<file path="config.mk">
export PLATFORM = sky130hd
export DESIGN_NAME = tcp_connection_table_engine_top
export DESIGN_NICKNAME = d
export VERILOG_FILES = /design/src/tcte_pkg.sv /design/src/tcte_match.sv /design/src/tcp_connection_table_engine_top.sv
export SDC_FILE = /design/constraint.sdc
export NUM_CORES = 2
export LEC_CHECK = 0
export BUFFER_PORTS_ARGS = -buffer_cell sky130_fd_sc_hd__buf_2
export CAP_MARGIN = 20
export CORE_MARGIN = 2
export CORE_UTILIZATION = 50
export DETAILED_ROUTE_END_ITERATION = 8
export PLACE_DENSITY_LB_ADDON = 0.05
export SLEW_MARGIN = 20
export SYNTH_ARGS = -nofsm -noshare
export SYNTH_HDL_FRONTEND = slang
export SYNTH_SLANG_ARGS = --single-unit
export TNS_END_PERCENT = 1
</file>
<file path="constraint.sdc">
create_clock -name clk -period 33.4 [get_ports clk]
set_input_delay 8.35 -clock clk [delete_from_list [all_inputs] [get_ports clk]]
set_output_delay 8.35 -clock clk [all_outputs]
set_load 0.02 [all_outputs]
</file>
<file path="src/tcte_pkg.sv">
// ----------------------------------------------------------------------------
// TCP connection table engine package
// Shared types, codes and constants of the connection table engine.
// ----------------------------------------------------------------------------
package tcte_pkg;

  localparam int ENTRIES_DEF = 16;

  localparam logic [2:0] CMD_SEGMENT = 3'd0;
  localparam logic [2:0] CMD_CONNECT = 3'd1;
  localparam logic [2:0] CMD_LISTEN  = 3'd2;
  localparam logic [2:0] CMD_CLOSE   = 3'd3;
  localparam logic [2:0] CMD_SEND    = 3'd4;

  localparam logic [2:0] ST_OK        = 3'd0;
  localparam logic [2:0] ST_FULL      = 3'd1;
  localparam logic [2:0] ST_NO_ENTRY  = 3'd2;
  localparam logic [2:0] ST_NOT_ESTAB = 3'd3;
  localparam logic [2:0] ST_SHORT     = 3'd4;

  localparam logic [2:0] PH_CLOSED     = 3'd0;
  localparam logic [2:0] PH_LISTEN     = 3'd1;
  localparam logic [2:0] PH_SYN_SENT   = 3'd2;
  localparam logic [2:0] PH_SYN_RCVD   = 3'd3;
  localparam logic [2:0] PH_ESTAB      = 3'd4;
  localparam logic [2:0] PH_CLOSE_WAIT = 3'd5;
  localparam logic [2:0] PH_FIN_WAIT1  = 3'd6;

  localparam logic [7:0] FL_FIN = 8'h01;
  localparam logic [7:0] FL_SYN = 8'h02;
  localparam logic [7:0] FL_PSH = 8'h08;
  localparam logic [7:0] FL_ACK = 8'h10;

  localparam logic [1:0] REG_LOCAL_IP    = 2'd0;
  localparam logic [1:0] REG_ACTIVE_SEQ  = 2'd1;
  localparam logic [1:0] REG_PASSIVE_SEQ = 2'd2;

  localparam logic [15:0] EPHEMERAL_BASE = 16'd49152;
  localparam logic [15:0] MIN_SEG_LEN    = 16'd20;
  localparam logic [31:0] ACTIVE_SEQ_RST  = 32'd1000;
  localparam logic [31:0] PASSIVE_SEQ_RST = 32'd2000;

  typedef struct packed {
    logic [2:0]  cmd;
    logic [3:0]  slot;
    logic [31:0] peer_ip;
    logic [15:0] peer_port;
    logic [15:0] host_port;
    logic [31:0] seq_num;
    logic [7:0]  seg_flags;
    logic [3:0]  header_words;
    logic [15:0] seg_len;
  } in_item_t;

  typedef struct packed {
    logic [2:0]  status;
    logic [3:0]  slot_out;
    logic [2:0]  conn_state;
    logic        tx_valid;
    logic [7:0]  tx_flags;
    logic [31:0] tx_seq;
    logic [31:0] tx_ack;
    logic [15:0] tx_src_port;
    logic [15:0] tx_dest_port;
    logic [31:0] tx_remote_ip;
  } out_item_t;

  // Wide fields of one entry, kept in the memory.
  typedef struct packed {
    logic [31:0] peer_addr;
    logic [15:0] peer_port;
    logic [15:0] own_port;
    logic [31:0] send_seq;
    logic [31:0] recv_ack;
  } entry_t;

endpackage

</file>
<file path="src/tcte_match.sv">
// ----------------------------------------------------------------------------
// Connection key match
// Compares a segment key against every entry's key and picks the slot, then
// finds the lowest free entry for allocation.
// ----------------------------------------------------------------------------
module tcte_match #(
  parameter int ENTRIES = tcte_pkg::ENTRIES_DEF,
  parameter int IW = (ENTRIES > 1) ? $clog2(ENTRIES) : 1
) (
  input  logic [ENTRIES-1:0]       used,
  input  logic [ENTRIES-1:0][2:0]  phase,
  input  logic [ENTRIES-1:0][31:0] key_addr,
  input  logic [ENTRIES-1:0][15:0] key_rport,
  input  logic [ENTRIES-1:0][15:0] key_lport,
  input  logic [31:0]              rip,
  input  logic [15:0]              rport,
  input  logic [15:0]              lport,
  output logic                     hit,
  output logic [IW-1:0]            hit_idx,
  output logic                     free_ok,
  output logic [IW-1:0]            free_idx
);
  logic [ENTRIES-1:0] full_m, lis_m;

  always_comb begin
    for (int i = 0; i < ENTRIES; i++) begin
      full_m[i] = used[i] && key_addr[i] == rip && key_rport[i] == rport &&
                  key_lport[i] == lport;
      lis_m[i]  = used[i] && phase[i] == tcte_pkg::PH_LISTEN && key_lport[i] == lport;
    end
  end

  always_comb begin
    hit = 1'b0;
    hit_idx = '0;
    for (int i = ENTRIES - 1; i >= 0; i--) begin
      if (lis_m[i]) begin
        hit = 1'b1;
        hit_idx = IW'(i);
      end
    end
    // A full key match wins over any listener.
    for (int i = ENTRIES - 1; i >= 0; i--) begin
      if (full_m[i]) begin
        hit = 1'b1;
        hit_idx = IW'(i);
      end
    end
    for (int i = 0; i < ENTRIES; i++) begin
      if (full_m[i]) hit = 1'b1;
    end
  end

  always_comb begin
    free_ok = 1'b0;
    free_idx = '0;
    for (int i = ENTRIES - 1; i >= 0; i--) begin
      if (!used[i]) begin
        free_ok = 1'b1;
        free_idx = IW'(i);
      end
    end
  end
endmodule

</file>
<file path="src/tcp_connection_table_engine_top.sv">
// ----------------------------------------------------------------------------
// TCP connection table engine
// Keeps a table of connection entries and runs a simplified TCP state
// machine on commands and received segment headers.
// ----------------------------------------------------------------------------
// Input transactions carry a command or a received segment header; each
// command 0..4 yields exactly one result transaction on the out_ channel,
// and commands 5..7 are dropped without a result.
// An item is taken in, its entry is read from the entry memory into a register
// in the read state, modified and written back in the modify state, where the
// result is registered. A new item is accepted in the cycle after the
// write-back, so the engine takes no new item before it is through with the
// last one; the read-modify-write of the entry memory sets this pace.
// Keys (address, ports), used bits and phases are also held in flip-flops
// so that segment lookup compares all entries in parallel.
// When the receiver stalls, the result is held in the output register and
// the modify step of the next item waits until that register is free.
// Reset frees every entry and restores the register defaults; the wide
// entry fields need no clearing since allocation rewrites them.
// ----------------------------------------------------------------------------
module tcp_connection_table_engine_top #(
  parameter int ENTRIES = tcte_pkg::ENTRIES_DEF
) (
  input  logic                clk,
  input  logic                rst_n,
  input  logic                in_valid,
  output logic                in_stall,
  input  tcte_pkg::in_item_t  in_data,
  output logic                out_valid,
  input  logic                out_stall,
  output tcte_pkg::out_item_t out_data,
  input  logic                cfg_we,
  input  logic [1:0]          cfg_index,
  input  logic [31:0]         cfg_data
);
  localparam int IW = (ENTRIES > 1) ? $clog2(ENTRIES) : 1;

  localparam logic [1:0] S_IDLE = 2'd0;
  localparam logic [1:0] S_READ = 2'd1;
  localparam logic [1:0] S_MOD  = 2'd2;

  logic [1:0] state_r;
  tcte_pkg::in_item_t item_r;
  logic [31:0] local_ip_r, act_seq_r, pas_seq_r;

  logic [ENTRIES-1:0]       used_r;
  logic [ENTRIES-1:0][2:0]  phase_r;
  logic [ENTRIES-1:0][31:0] kaddr_r;
  logic [ENTRIES-1:0][15:0] krport_r, klport_r;

  tcte_pkg::entry_t mem [ENTRIES];
  tcte_pkg::entry_t rd_r;
  logic [IW-1:0] idx_r;
  logic          hit_r, free_r, inrange_r;

  logic hit, free_ok;
  logic [IW-1:0] hit_idx, free_idx;
  logic accept;
  logic mod_go;

  tcte_match #(.ENTRIES(ENTRIES), .IW(IW)) u_match (
    .used(used_r), .phase(phase_r), .key_addr(kaddr_r), .key_rport(krport_r),
    .key_lport(klport_r), .rip(item_r.peer_ip), .rport(item_r.peer_port),
    .lport(item_r.host_port), .hit(hit), .hit_idx(hit_idx),
    .free_ok(free_ok), .free_idx(free_idx)
  );

  assign in_stall = (state_r != S_IDLE);
  assign accept = in_valid && !in_stall;
  // The modify step completes only when the output register can take its result.
  assign mod_go = (state_r == S_MOD) && !(out_valid && out_stall);

  logic [IW-1:0] sel_idx;
  logic in_range;
  always_comb begin
    in_range = ({28'b0, item_r.slot} < 32'(ENTRIES));
    case (item_r.cmd)
      tcte_pkg::CMD_SEGMENT: sel_idx = hit_idx;
      tcte_pkg::CMD_CONNECT, tcte_pkg::CMD_LISTEN: sel_idx = free_idx;
      default: sel_idx = IW'(item_r.slot);
    endcase
  end

  // Modify step.
  tcte_pkg::entry_t  wr;
  tcte_pkg::out_item_t res;
  logic        do_wr, do_out;
  logic [2:0]  ph, ph_new;
  logic        used_new;
  logic [15:0] dlen;

  always_comb begin
    wr = rd_r;
    res = '0;
    do_wr = 1'b0;
    do_out = 1'b1;
    ph = phase_r[idx_r];
    ph_new = ph;
    used_new = used_r[idx_r];
    dlen = item_r.seg_len - {10'b0, item_r.header_words, 2'b0};
    case (item_r.cmd)
      tcte_pkg::CMD_SEGMENT: begin
        if (item_r.seg_len < tcte_pkg::MIN_SEG_LEN) begin
          res.status = tcte_pkg::ST_SHORT;
        end else if (!hit_r) begin
          res.status = tcte_pkg::ST_NO_ENTRY;
        end else begin
          case (ph)
            tcte_pkg::PH_LISTEN: begin
              if (item_r.seg_flags[1]) begin
                wr.peer_addr = item_r.peer_ip;
                wr.peer_port = item_r.peer_port;
                wr.recv_ack = item_r.seq_num + 32'd1;
                wr.send_seq = pas_seq_r;
                ph_new = tcte_pkg::PH_SYN_RCVD;
                res.tx_valid = 1'b1;
                res.tx_flags = tcte_pkg::FL_SYN | tcte_pkg::FL_ACK;
                res.tx_seq = pas_seq_r;
                wr.send_seq = pas_seq_r + 32'd1;
              end
            end
            tcte_pkg::PH_SYN_SENT: begin
              if (item_r.seg_flags[1] && item_r.seg_flags[4]) begin
                wr.recv_ack = item_r.seq_num + 32'd1;
                ph_new = tcte_pkg::PH_ESTAB;
                res.tx_valid = 1'b1;
                res.tx_flags = tcte_pkg::FL_ACK;
                res.tx_seq = rd_r.send_seq;
              end
            end
            tcte_pkg::PH_SYN_RCVD: begin
              if (item_r.seg_flags[4]) ph_new = tcte_pkg::PH_ESTAB;
            end
            tcte_pkg::PH_ESTAB: begin
              if (item_r.seg_flags[0]) begin
                wr.recv_ack = item_r.seq_num + 32'd1;
                res.tx_valid = 1'b1;
                res.tx_flags = tcte_pkg::FL_ACK;
                res.tx_seq = rd_r.send_seq;
                ph_new = tcte_pkg::PH_CLOSE_WAIT;
              end else if (item_r.seg_flags[4] && dlen != 16'd0) begin
                wr.recv_ack = item_r.seq_num + {16'b0, dlen};
                res.tx_valid = 1'b1;
                res.tx_flags = tcte_pkg::FL_ACK;
                res.tx_seq = rd_r.send_seq;
              end
            end
            default: ;
          endcase
          do_wr = 1'b1;
          res.status = tcte_pkg::ST_OK;
          res.slot_out = 4'(idx_r);
          res.conn_state = ph_new;
        end
      end
      tcte_pkg::CMD_CONNECT, tcte_pkg::CMD_LISTEN: begin
        if (!free_r) begin
          res.status = tcte_pkg::ST_FULL;
        end else begin
          do_wr = 1'b1;
          used_new = 1'b1;
          wr = '0;
          if (item_r.cmd == tcte_pkg::CMD_CONNECT) begin
            wr.peer_addr = item_r.peer_ip;
            wr.peer_port = item_r.peer_port;
            wr.own_port = tcte_pkg::EPHEMERAL_BASE | {2'b0, item_r.peer_port[13:0]};
            wr.send_seq = act_seq_r + 32'd1;
            ph_new = tcte_pkg::PH_SYN_SENT;
            res.tx_valid = 1'b1;
            res.tx_flags = tcte_pkg::FL_SYN;
            res.tx_seq = act_seq_r;
          end else begin
            wr.own_port = item_r.host_port;
            ph_new = tcte_pkg::PH_LISTEN;
          end
          res.slot_out = 4'(idx_r);
          res.conn_state = ph_new;
        end
      end
      tcte_pkg::CMD_CLOSE: begin
        if (!inrange_r) begin
          res.status = tcte_pkg::ST_NO_ENTRY;
          res.slot_out = item_r.slot;
        end else begin
          do_wr = 1'b1;
          used_new = 1'b0;
          if (ph == tcte_pkg::PH_ESTAB) begin
            res.tx_valid = 1'b1;
            res.tx_flags = tcte_pkg::FL_FIN | tcte_pkg::FL_ACK;
            res.tx_seq = rd_r.send_seq;
            ph_new = tcte_pkg::PH_FIN_WAIT1;
          end
          res.slot_out = 4'(idx_r);
          res.conn_state = ph_new;
        end
      end
      tcte_pkg::CMD_SEND: begin
        if (!inrange_r) begin
          res.status = tcte_pkg::ST_NO_ENTRY;
          res.slot_out = item_r.slot;
        end else if (ph != tcte_pkg::PH_ESTAB) begin
          res.status = tcte_pkg::ST_NOT_ESTAB;
          res.slot_out = 4'(idx_r);
          res.conn_state = ph;
        end else begin
          do_wr = 1'b1;
          res.tx_valid = 1'b1;
          res.tx_flags = tcte_pkg::FL_ACK | tcte_pkg::FL_PSH;
          res.tx_seq = rd_r.send_seq;
          wr.send_seq = rd_r.send_seq + {16'b0, item_r.seg_len};
          res.slot_out = 4'(idx_r);
          res.conn_state = ph;
        end
      end
      default: do_out = 1'b0;
    endcase
    if (res.tx_valid) begin
      res.tx_ack = wr.recv_ack;
      res.tx_src_port = wr.own_port;
      res.tx_dest_port = wr.peer_port;
      res.tx_remote_ip = wr.peer_addr;
    end
  end

  // The local address register is stored but has no bearing on any result.
  always_ff @(posedge clk) begin
    if (!rst_n) begin
      state_r <= S_IDLE;
      out_valid <= 1'b0;
      used_r <= '0;
      phase_r <= '0;
      local_ip_r <= '0;
      act_seq_r <= tcte_pkg::ACTIVE_SEQ_RST;
      pas_seq_r <= tcte_pkg::PASSIVE_SEQ_RST;
    end else begin
      if (cfg_we) begin
        case (cfg_index)
          tcte_pkg::REG_LOCAL_IP:    local_ip_r <= cfg_data;
          tcte_pkg::REG_ACTIVE_SEQ:  act_seq_r <= cfg_data;
          tcte_pkg::REG_PASSIVE_SEQ: pas_seq_r <= cfg_data;
          default: ;
        endcase
      end
      out_valid <= (out_valid && out_stall) || (mod_go && do_out);
      case (state_r)
        S_IDLE: if (accept) state_r <= S_READ;
        S_READ: state_r <= S_MOD;
        S_MOD: begin
          if (mod_go) begin
            state_r <= S_IDLE;
            if (do_wr) begin
              used_r[idx_r] <= used_new;
              phase_r[idx_r] <= ph_new;
            end
          end
        end
        default: state_r <= S_IDLE;
      endcase
    end
  end

  always_ff @(posedge clk) begin
    if (accept) item_r <= in_data;
    if (state_r == S_READ) begin
      rd_r <= mem[sel_idx];
      idx_r <= sel_idx;
      hit_r <= hit;
      free_r <= free_ok;
      inrange_r <= in_range;
    end
    if (mod_go) begin
      if (do_out) out_data <= res;
      if (do_wr) begin
        mem[idx_r] <= wr;
        kaddr_r[idx_r] <= wr.peer_addr;
        krport_r[idx_r] <= wr.peer_port;
        klport_r[idx_r] <= wr.own_port;
      end
    end
  end
endmodule
</file>
# After elaboration in Yosys (flattened, before gate mapping)
# Memories as Yosys holds them, arrays and structs flattened. A register that Yosys moved wholly into a read port is not among the register bits.
# Cells that the tools add are included.
[totals]
regBits = 1436
latch_bits = 0
ramBits = 2048
romBits = 0
in_bits = 170
word_cells = 414
mem_count = 1
[op_classes]
add_sub_neg = 6
multipliers = 0
n_div = 0
n_lt_le_gt_ge = 3
eq_ne = 79
n_shift = 0
muxes = 130
bitwise_logic = 0
reduce_logical = 104
[memory_table]
columns = ["name", "depth", "word_bits", "rd", "rd_clocked_by_memory_dff", "wr", "line_no", "text"]
rows = [
  ["mem", 16, 128, 1, 1, 1, "tcp_connection_table_engine_top.sv:51", "tcte_pkg::entry_t mem [ENTRIES];"],
]
[op_table]
columns = ["cell", "count"]
rows = [
  ["256-bit bitwise mux", 2],
  ["512-bit bitwise mux", 1],
  ["16-bit equality test", 32],
  ["32-bit equality test", 16],
  ["48-bit two-way mux", 8],
  ["41-bit two-way mux", 7],
  ["32-bit two-way mux", 7],
  ["51-bit case mux with 4 select lines", 1],
  ["4-bit two-way mux", 48],
  ["64-bit two-way mux", 3],
  ["32-bit case mux with 3 select lines", 2],
  ["32-bit demux with 4-bit select", 1],
  ["128-bit two-way mux", 1],
  ["41-bit case mux with 3 select lines", 1],
  ["32-bit by 1-bit adder with 32-bit output (second input constant)", 3],
  ["48-bit case mux with 2 select lines", 1],
  ["1-bit logical AND", 87],
  ["32-bit by 16-bit adder with 32-bit output", 2],
  ["16-bit demux with 4-bit select", 1],
  ["32-bit case mux with 2 select lines", 1],
  ["3-bit by 1-bit equality test with 1-bit output (second input constant)", 18],
  ["48-bit bitwise mux", 1],
  ["16-bit two-way mux", 3],
  ["3-bit two-way mux", 11],
  ["35 further kinds", 64],
]

# Logic depth before layout (Yosys ltp)
[depth]
word_depth = 36
ltp_mapped = 20
depth_no_buf = 20

# By module
# From an unflattened synthesis, not the netlist that was laid out.
[unflattened]
hier_cells = 7764
hier_area_um2 = 117483.9
[modules_own_cells]
columns = ["mod", "instances", "cells_per_inst", "area_each_um2", "seq_area_each_um2"]
rows = [
  ["tcp_connection_table_engine_top", 1, 6097, 104798.0, 76223.1],
  ["tcte_match", 1, 1667, 12685.9, 0.0],
]

# Worst setup path before layout
# No wires, ideal clock.
[synth_timing]
path_kind = "input-to-reg"
from = "input out_stall"
to = "register kaddr_r[448] (netlist bit), enable pin"
setup_ps = 628
arrival_time_ps = 21988
required_ps = 32772
setup_slack_ps = 10784
path_stages = 5
path_buffers = 0
path_cell_list = "a21oi_1 -> o21ai_1 -> nor2_1 -> nand2_1 -> nor2_1"
[synth_between]
elab_chain_cells = 4
[synth_rtl]
columns = ["item", "line_no", "text"]
rows = [
  ["start, declared", "tcp_connection_table_engine_top.sv:30", "input logic out_stall,"],
  ["1-bit logical AND", "tcp_connection_table_engine_top.sv:71", "assign mod_go = (state_r == S_MOD) && !(out_valid && out_stall);"],
  ["1-bit logical NOT", "tcp_connection_table_engine_top.sv:71", ""],
  ["1-bit logical AND", "tcp_connection_table_engine_top.sv:71", ""],
  ["2-bit AND reduction (no source line)", "-", ""],
  ["end signal, assigned by index", "tcp_connection_table_engine_top.sv:275", "kaddr_r[idx_r] <= wr.peer_addr;"],
  ["end, declared", "tcp_connection_table_engine_top.sv:48", "logic [ENTRIES-1:0][31:0] kaddr_r;"],
]
# No other way between the ends.
# A chain may end at the register's enable or synchronous reset.

# Final worst setup path
[layout_timing]
from = "input out_stall"
to = "register kaddr_r[182] (netlist bit), enable pin"
# The elaborated chain is that of the path after synthesis.

==> out/results.ini <==
[run_status]
outcome=completed

[placement]
dp_hpwl_um=287000
pre_cts_slack_ns=20.10
place_area_um2=126000
dp.cells=11900
place.gp.congestion=0.985
port-buffer-count=309

[cts]
cts.htree.levels=5
cts_max_path_buffers=4
ctsHoldBuffers=0
ctsResizeCount=0
numCtsBuffers=300
cts.clk_slew.worst_paths_ns=0.06
clock_latency_ns=0.94
post_cts_buffers=0
cts_tree=yes
cts-root-buf=clkbuf_16
cts.sinks=2582

[timing]
worstMarginPinSlew_ns=1.29
rsz0062_at_grt=no
max_slew_margin=0.137
min_period_ns=12.29
fin_skew_ns=0.0506
maxSlewViolCount=0
final_hold_viol_count=0
final.setup.worst_slack_ns=21.11
fmax_ghz=0.0813
finalCritPeriodShare=0.368
hold_slack_ns=0.503
setup_viol=0
finalSetupTns_ns=0

[floorplan]
dieArea_um2=245000
coreArea_um2=240000
die_w_um=495
initial_core_util=0.502
num_rows=180
io_pins=319
die_h_um=495

[grt]
grt_pass1_wl_um=594000
gr-usage-all-layers=0.345
antenna_found_initial=26
first_global_vias=75700
grt_overflow=0
grt_max_degree=139

[pwr]
power_mw=7.56
power_switching_mw=1.88
power_density_nw_per_um2=56.1
combPwrFrac=0.103
peakVddDrop_mv=0.0562
p_int_mw=5.68
clkPwrFrac=0.414
seq_power_share=0.483
switching_share=0.249
p_leak_nw=45.7

[synth]
ys.flop_type=edfxtp_1
yosysWarnings=0
postSynthCellCount=8666
async_reset_ff_frac=0
syn_area_per_cell_um2=13.9
synth_area_um2=120000
synth_seq_cells=2582
yosysSeqAreaShare=0.633
synth_edf_count=2451
ys_types=98

[routing]
via_per_inst=6.40
dr.pass1.iters=6
via_count=79400
drc=0
wire_per_inst_um=34.8
drt_iter0_markers=10500
drtAntennaViolNets=0
drt-total-wl_um=432000

[critical_path]
startpoint_type=input port
worstSetupEndpointType=register
critical_path_required_ns=33.92
crit_type=input port to register
cp_max_fo=44
crit_arrival_ns=12.82

[final_layout]
syn_to_final_growth_pct=11.9
utilization=0.561
final_nets=9216
drive_gt1_frac=0.138
nFillCells=19800
fin_cells=12400
final_area_um2=135000

[hold_path]
hold_path_class=register to register

[flow_run]
drv_cap=0

-- synth_stat cells (all sizes together) (25+ instances only) --
| cell type | number | area (um2) |
|---|---|---|
| nor3 | 59 | 322 |
| nor2b | 35 | 219 |
| xnor2 | 578 | 5060 |
| a221oi | 47 | 412 |
| nand2 | 659 | 2480 |
| nor2 | 192 | 741 |
| o211ai | 187 | 1400 |
| ha | 39 | 488 |
| a21boi | 62 | 465 |
| mux2i | 940 | 9410 |
| a31oi | 108 | 676 |
| a22o | 61 | 534 |
| nand3 | 118 | 596 |
| inv | 70 | 263 |
| o22ai | 25 | 156 |
| dfxtp | 131 | 2620 |
| clkbuf | 225 | 852 |
| a21oi | 264 | 1320 |
| nand2b | 32 | 200 |
| buf | 320 | 2110 |
| and2 | 110 | 688 |
| o221ai | 58 | 521 |
| nor4 | 158 | 1000 |
| o21bai | 27 | 203 |
| o211a | 53 | 531 |
| xor2 | 559 | 4900 |
| o21ai | 196 | 985 |
| mux2 | 193 | 2170 |
| nor3b | 26 | 200 |
| a22oi | 259 | 1940 |
| and3 | 45 | 282 |
| edfxtp | 2451 | 73600 |
| nand4 | 168 | 1050 |
-- kinds of logic after synthesis --
group	after synthesis	share of synthesized area
other	1	0.0000311
xor gates and xnor gates	1137	0.0827
buffers and inverters	615	0.0267
DFF	2582	0.633
AOI/OAI and AO/OA	1473	0.0849
muxes	1153	0.0999
and+or+nand+nor	1663	0.0686
adders and majority gates	42	0.00455
-- final cells by class --
cell class | count | area, um2 | area share
Antenna cell | 9 | 22.5 | 0.000167
Clock buffer | 383 | 8030 | 0.0595
Clock inverter | 130 | 1110 | 0.00822
Inverter | 70 | 270 | 0.00200
Multi-Input combinational cell | 5472 | 41500 | 0.308
Sequential cell | 2582 | 76200 | 0.565
Tap cell | 3185 | 3990 | 0.0296
Timing Repair Buffer | 578 | 3700 | 0.0275
-- power by group through the flow --
stage	clock network, mW	logic [mW]	registers [mW]
after detailed placement	0	0.756	3.72
final	3.13	0.776	3.65
after floorplan	0	0.457	3.71
after global placement	0	0.749	3.72
after CTS	3.17	0.759	3.65
after global routing	3.29	0.803	3.66
-- registers in the layout, indices dropped and copies added (netlist names) --
signal / flops
phase_r: 48
kaddr_r: 496
rd_r: 128
state_r: 2
used_r: 16
krport_r: 240
mem: 1072
klport_r: 240
hit_r: 1
out_data: 143
idx_r: 4
pas_seq_r: 32
out_valid: 1
item_r: 126
act_seq_r: 32
free_r: 1
-- cell usage in the layout, fill, tap and decap left out, types with 257 or more instances in the layout --
cell type / instances
a21oi_1: 257
a22oi_1: 259
buf_2: 309
buf_4: 258
clkbuf_16: 306
edfxtp_1: 2451
mux2i_1: 940
nand2_1: 653
xnor2_1: 578
xor2_1: 558
-- metal layers --
layer / vias to the layer above / global-route usage / wire length (um)
li1: 33700 / - / -
met1: 40900 / 0.502 / 182000
met2: 4164 / 0.515 / 191000
met3: 619 / 0.0843 / 45500
met4: 6 / 0.0980 / 13600
met5: - / 0 / 46
-- worst max-delay path, cell delays in order --
cell	delay [ns]
buf_2	0.13
a21oi_4	0.10
buf_4	0.36
o21ai_1	0.29
nor2_1	0.15
nand2_1	0.31
nor2_4	0.71
buf_4	0.61
buf_4	0.83
buf_4	0.83
-- path summary, 6_finish.rpt --
check	from	end	slack, ns	cells after the start
max	out_stall	kaddr_r[182]	21.11	10
min	pas_seq_r[31]	pas_seq_r[31]	0.50	2
max reg2reg	item_r[117]	rd_r[13]	24.25	17
min reg2reg	pas_seq_r[31]	pas_seq_r[31]	0.50	2
Power figures use the tool's default switching activity.
